==> src/sv/soc_pkg.sv <==
// shared types and constants for the segment obstacle collision check
`default_nettype none

package soc_pkg;

    localparam int MAX_OBSTACLES = 16;
    localparam int COORD_BITS    = 16;
    localparam int COUNT_BITS    = 5;
    localparam int SLOT_BITS     = 4;

    localparam int DIFF_W  = COORD_BITS + 1;
    localparam int PROD_W  = 2 * DIFF_W;
    localparam int CROSS_W = PROD_W + 1;

    // pipeline depth of the straddle unit from issue to the hit accumulator input
    localparam int CHECK_LAT = 2;

    localparam int CNT_W   = $clog2(MAX_OBSTACLES + 1);
    localparam int DRAIN_W = $clog2(CHECK_LAT + 1);

    localparam logic KIND_LOAD  = 1'b0;
    localparam logic KIND_QUERY = 1'b1;

    typedef logic signed [COORD_BITS-1:0] t_coord;
    typedef logic signed [DIFF_W-1:0]     t_diff;
    typedef logic signed [PROD_W-1:0]     t_prod;
    typedef logic signed [CROSS_W-1:0]    t_cross;

    typedef struct packed {
        t_coord sx;
        t_coord sy;
        t_coord ex;
        t_coord ey;
    } t_seg;

    typedef struct packed {
        logic clr;
        logic issue;
    } t_check_ctl;

    function automatic t_diff coord_diff(input t_coord a, input t_coord b);
        return t_diff'(a) - t_diff'(b);
    endfunction

    function automatic t_prod diff_mul(input t_diff a, input t_diff b);
        return t_prod'(a) * t_prod'(b);
    endfunction

endpackage

`default_nettype wire

==> src/sv/soc_cell.sv <==
// one obstacle storage cell of the rotating ring
`default_nettype none

module soc_cell (
    input  wire logic          i_clk,
    input  wire logic          i_load_en,
    input  wire soc_pkg::t_seg i_load_seg,
    input  wire logic          i_shift_en,
    input  wire soc_pkg::t_seg i_next_seg,
    output soc_pkg::t_seg      o_seg
);

    soc_pkg::t_seg r_seg;

    // load and shift never overlap: loads only while the ring is parked
    always_ff @(posedge i_clk) begin
        if (i_load_en) begin
            r_seg <= i_load_seg;
        end else if (i_shift_en) begin
            r_seg <= i_next_seg;
        end
    end

    assign o_seg = r_seg;

endmodule

`default_nettype wire

==> config.mk <==
export PLATFORM = sky130hd
export DESIGN_NAME = soc_cell
export DESIGN_NICKNAME = d
export VERILOG_FILES = /design/src/sv/soc_pkg.sv /design/src/sv/soc_cell.sv
export SDC_FILE = /design/constraint.sdc
export NUM_CORES = 1
export LEC_CHECK = 0
export ABC_AREA = 0
export CORE_AREA = 2 2 75 77
export DETAILED_ROUTE_END_ITERATION = 16
export DIE_AREA = 0 0 77 79
export DONT_BUFFER_PORTS = 1
export GPL_TIMING_DRIVEN = 0
export PLACE_DENSITY = 0.69
export SLEW_MARGIN = 20
export SYNTH_ARGS = -nofsm -noshare
export SYNTH_HDL_FRONTEND = slang
export SYNTH_SLANG_ARGS = --single-unit
==> constraint.sdc <==
create_clock -name i_clk -period 5.2 [get_ports i_clk]
set_clock_uncertainty 0.15 [all_clocks]
set_input_delay 0.26 -clock i_clk [delete_from_list [all_inputs] [get_ports i_clk]]
set_output_delay 0.26 -clock i_clk [all_outputs]
set_load 0.1 [all_outputs]
==> impl_metrics.json, run 1 <==
{
  "die_y_um": 79,
  "initial_utilization": 0.544,
  "clock_tree.root_cell": "sky130_fd_sc_hd__clkbuf_8",
  "hpwlAfterDp_um": 4190,
  "synth_area_per_cell_sq_um": 21.4,
  "number_of_cts_inserted_buffers": 9,
  "status": "did not finish",
  "routabilityCongestion": 0.689,
  "ys_seq_elements": 64,
  "firstError": "[ERROR RSZ-0060] Max buffer count reached.",
  "synthesis.instances": 136,
  "post_cts_setup_buffer_count": 0,
  "die_w_um": 77,
  "cts.sink_count": 64,
  "cts_h_tree_depth": 3,
  "num_rows": 27,
  "io_pins": 195,
  "failing_step": "clock tree synthesis (4_1_cts)",
  "synthesis.area_sq_um": 2910,
  "hold_buffers": 102,
  "yosysUniqueCellTypes": 6,
  "cts_resized": 0,
  "synth_nets": 267,
  "yosysSeqAreaShare": 0.661,
  "buffer_ports.inserted": 0,
  "yosys_warnings": 0,
  "cts_max_path_buffers": 2
}
synthesized netlist by cell type:
master	instances	area, sq um
sky130_fd_sc_hd__or2_1	1	6.26
sky130_fd_sc_hd__mux2_4	49	736
sky130_fd_sc_hd__edfxtp_1	64	1920
sky130_fd_sc_hd__buf_6	6	67.6
sky130_fd_sc_hd__mux2_2	15	169
sky130_fd_sc_hd__buf_2	1	5.00
metrics by stage:
step           area, sq um  utilization  hold slack [ns]  setup slack, ns  std cells
2_1_floorplan         2910            -            0.327             2.62        136
3_3_place_gp          3000        0.561            0.329             2.14        208
3_5_place_dp          3020        0.565            0.330             3.43        209
logic make-up after synthesis:
logic type | Yosys count | share of synthesized area
mux | 64 | 0.311
flops | 64 | 0.661
buf+inv | 7 | 0.0250
simple gates | 1 | 0.00215
==> inputs of run 2 (changes only) <==
CORE_AREA = unset   (was 2 2 75 77)
CORE_UTILIZATION = 40   (was unset)
DIE_AREA = unset   (was 0 0 77 79)
PLACE_DENSITY = unset   (was 0.69)
PLACE_DENSITY_LB_ADDON = 0.15   (was unset)
==> impl_metrics.json, run 2 <==
{
  "initialDrtViolationCount": 36,
  "cp.required_ns": 5.12,
  "yosys-top-cells-area": "sky130_fd_sc_hd__edfxtp_1 (66%), sky130_fd_sc_hd__mux2_4 (25%), sky130_fd_sc_hd__mux2_2 (5.8%)",
  "cp_slowest_cell": "sky130_fd_sc_hd__dlygate4sd3_1",
  "fmax_mhz": 578,
  "fin_crit_ns": 1.73,
  "critical_path_max_stage_delay_ns": 0.57,
  "cts_resized": 0,
  "num_rows": 30,
  "timing_worst_slew_pin_value_ns": 0.935,
  "clk_pin_slew_worst_paths_ns": 0.07,
  "grt_pass1_vias": 1882,
  "cts.sink_count": 64,
  "class_of_the_tightest_hold_or_removal_check": "input port to flip-flop",
  "yosys.area_share.adder": 0,
  "core_sq_um": 6910,
  "globalRouteOverflowTotal": 0,
  "wl_per_cell_um": 19.3,
  "synthesis.area_sq_um": 2910,
  "hold_ws_ns": 0.0187,
  "synth_enable_flop_cells": 64,
  "buffer_ports.inserted": 0,
  "hold_buffers": 100,
  "cell_internal_pwr_mw": 0.984,
  "flow.area_growth_from_synthesis_pct": 49.0,
  "io_pins": 195,
  "post_cts_setup_buffer_count": 0,
  "setup_violations": 0,
  "antenna_diode_count": 0,
  "nFillCells": 510,
  "seq_area_sq_um": 1920,
  "global_route_wire_length_before_repair_um": 9740,
  "post-route-period-util": 0.333,
  "seqPwrFrac": 0.654,
  "top_count_cell_post_synth": "sky130_fd_sc_hd__edfxtp_1",
  "grt_antenna_before_repair": 0,
  "drcViolationCount": 0,
  "synthMuxAreaShare": 0.311,
  "grt_max_degree": 38,
  "yosys_warnings": 0,
  "worstSetupStartpoint": "i_load_seg[22]",
  "synth_area_per_cell_sq_um": 21.4,
  "die_y_um": 87.2,
  "cts_max_path_buffers": 2,
  "multi_input_area_sq_um": 913,
  "p_leak_nw": 1.72,
  "worstPathArrival_ns": 1.65,
  "detail_route.wirelength_um": 6940,
  "nNetsFinal": 389,
  "post-synth-top-area-cell": "sky130_fd_sc_hd__edfxtp_1",
  "post_synthesis_xor_xnor_area_fraction": 0,
  "start_kind": "input port",
  "hpwlAfterDp_um": 4040,
  "status": "finished, final reports clean",
  "power_per_cell_area_nw_per_um2": 380,
  "ys_seq_elements": 64,
  "pwr-share-comb": 0.108,
  "timing.final.hold_violations": 0,
  "die_w_um": 87.2,
  "drive_above_1_share": 0.323,
  "yosysSeqAreaShare": 0.661,
  "yosysUniqueCellTypes": 6,
  "synth_top_family_by_area": "multiplexers",
  "routed_via_density": 4.83,
  "synthesis.instances": 136,
  "cts_h_tree_depth": 3,
  "power.clock.fraction": 0.238,
  "power_switching_share": 0.402,
  "totalNegativeSetupSlack_ns": 0,
  "synth.cells.most_frequent": "sky130_fd_sc_hd__edfxtp_1 (64), sky130_fd_sc_hd__mux2_4 (49), sky130_fd_sc_hd__mux2_2 (15), sky130_fd_sc_hd__buf_6 (6)",
  "cap_viol_max_count": 0,
  "crit_path_cell_trace": "dlygate4sd3_1 > mux2_4 > dlygate4sd3_1",
  "critical_path.most_common_cell": "sky130_fd_sc_hd__dlygate4sd3_1",
  "track_usage": 0.181,
  "rsz0062_at_grt": "false",
  "timing.max_slew.rel_slack": 0.378,
  "flip_flop_count_of_the_largest_register_after_layout": 64,
  "num_vias": 1735,
  "area_of_the_die_sq_um": 7610,
  "synth_async_sr_flop_share": 0,
  "endpoint_type_of_the_worst_setup_path": "flip-flop",
  "synth_nets": 267,
  "antenna_violating_nets_post_route": 0,
  "synth-main-ff-cell": "sky130_fd_sc_hd__edfxtp_1",
  "drt_pre_antenna_iters": 6,
  "synth_top_area_frac": 0.661,
  "clock_tree.root_cell": "sky130_fd_sc_hd__clkbuf_8",
  "class_of_the_most_critical_setup_path": "input port to flip-flop",
  "mostFrequentLayoutCells": "sky130_fd_sc_hd__dlygate4sd3_1 (110), sky130_fd_sc_hd__edfxtp_1 (64), sky130_fd_sc_hd__mux2_4 (49)",
  "layout.cells.most_common": "sky130_fd_sc_hd__dlygate4sd3_1",
  "routabilityCongestion": 0.689,
  "critPathMaxFanout": 1,
  "yosys.area_share.simple": 0.00215,
  "number_of_cts_inserted_buffers": 9,
  "min-delay-start": "i_next_seg[8]",
  "power.switching_mw": 0.661,
  "ir_drop_mv": 0.179,
  "timing.final.max_slew_violations": 0,
  "initial_utilization": 0.421,
  "tritoncts": "done",
  "synth_compound_gate_area_share": 0
}
==> run 2: worst paths after layout <==
path        end  slack [ns]  depth (start not counted)
max   o_seg[22]        3.47                          3
min    o_seg[8]        0.02                          1
==> run 2: cell type report <==
type / count / area share
sequential: 64 / 0.444
timing repair buffer: 111 / 0.259
clock inverter: 5 / 0.0110
multi-input combinational: 65 / 0.211
tap: 96 / 0.0278
buffer: 7 / 0.0168
clock buffer: 11 / 0.0304
==> run 2: cell families (layout without fill, tap and decap cells) <==
family / Yosys count / count (layout)
AND/OR/NAND/NOR: 1 / 1
flip-flops: 64 / 64
multiplexers: 64 / 64
buffers and inverters: 7 / 134
==> run 2: power groups by stage <==
stage	logic [mW]	clock network [mW]	registers [mW]
floorplan	0.0804	0	1.07
global placement	0.0884	0	1.09
detailed placement	0.0950	0	1.09
CTS	0.167	0.407	1.08
global route	0.190	0.420	1.08
finish	0.178	0.392	1.08
==> run 2: stage by stage <==
stage                     utilization  cells  worst slack [ns]  cell area (sq um)  total power [mW]
after floorplan                     -    136              2.62               2910              1.16
after global placement          0.438    232              2.10               3030              1.18
after detailed placement        0.441    233              3.40               3050              1.18
after CTS                       0.612    349              3.47               4230              1.65
after global routing            0.627    359              3.46               4330              1.69
final                           0.627    359              3.47               4330              1.64
==> run 2: critical path, delay by kind of cell <==
kind     cells  cell delay, ns
buf+inv      2            1.13
mux          1            0.27
==> run 2: layer usage <==
layer  global-route usage  share of wire
met4               0.0715          0.016
met5                    0              0
met2                0.347           0.56
met1                0.169           0.34
met3               0.0739          0.088
No activity file was read; power rests on OpenSTA's default activity.
==> inputs of run 3 (changes only) <==
clock period = 1.7 ns   (was 5.2 ns; I/O delays follow)
==> impl_metrics.json, run 3 <==
{
  "status": "did not finish",
  "failing_step": "clock tree synthesis (4_1_cts)",
  "firstError": "[ERROR RSZ-0060] Max buffer count reached.",
  "buffer_ports.inserted": 0,
  "cts_h_tree_depth": 3,
  "number_of_cts_inserted_buffers": 9,
  "post-synth-top-area-cell": "sky130_fd_sc_hd__edfxtp_1",
  "dp_cells": 232,
  "clock_tree.root_cell": "sky130_fd_sc_hd__clkbuf_8",
  "synth-main-ff-cell": "sky130_fd_sc_hd__edfxtp_1",
  "post_cts_setup_buffer_count": 0,
  "yosys_warnings": 0,
  "synth_async_sr_flop_share": 0,
  "initial_utilization": 0.421,
  "routabilityCongestion": 0.717,
  "synth_enable_flop_cells": 64,
  "hpwlAfterDp_um": 4020,
  "die_y_um": 87.2,
  "io_pins": 195,
  "synth_area_per_cell_sq_um": 21.4,
  "yosysUniqueCellTypes": 6,
  "cts_resized": 0,
  "num_rows": 30,
  "synthesis.instances": 136,
  "hold_buffers": 102,
  "ys_seq_elements": 64,
  "cts.sink_count": 64,
  "cts_max_path_buffers": 2,
  "top_count_cell_post_synth": "sky130_fd_sc_hd__edfxtp_1",
  "die_w_um": 87.2,
  "synth.cells.most_frequent": "sky130_fd_sc_hd__edfxtp_1 (64), sky130_fd_sc_hd__mux2_4 (49), sky130_fd_sc_hd__mux2_2 (15), sky130_fd_sc_hd__buf_6 (6)",
  "synth_nets": 267,
  "yosys-top-cells-area": "sky130_fd_sc_hd__edfxtp_1 (66%), sky130_fd_sc_hd__mux2_4 (25%), sky130_fd_sc_hd__mux2_2 (5.8%)",
  "synthesis.area_sq_um": 2910,
  "yosysSeqAreaShare": 0.661,
  "synth_top_area_frac": 0.661
}
==> run 3: cell counts after synthesis <==
No cell type changed its count.
==> run 3: kinds of logic after synthesis <==
group         Yosys count  synth area share
mux                    64             0.311
flops                  64             0.661
buf+inv                 7            0.0250
simple gates            1           0.00215
==> run 3: metrics by stage <==
step / TNS (ns) / worst slack, ns / instance area (sq um)
2_1_floorplan: 0 / 0.237 / 2910
3_5_place_dp: -2.17 / -0.0367 / 3030
3_3_place_gp: 0 / 0.0171 / 3030
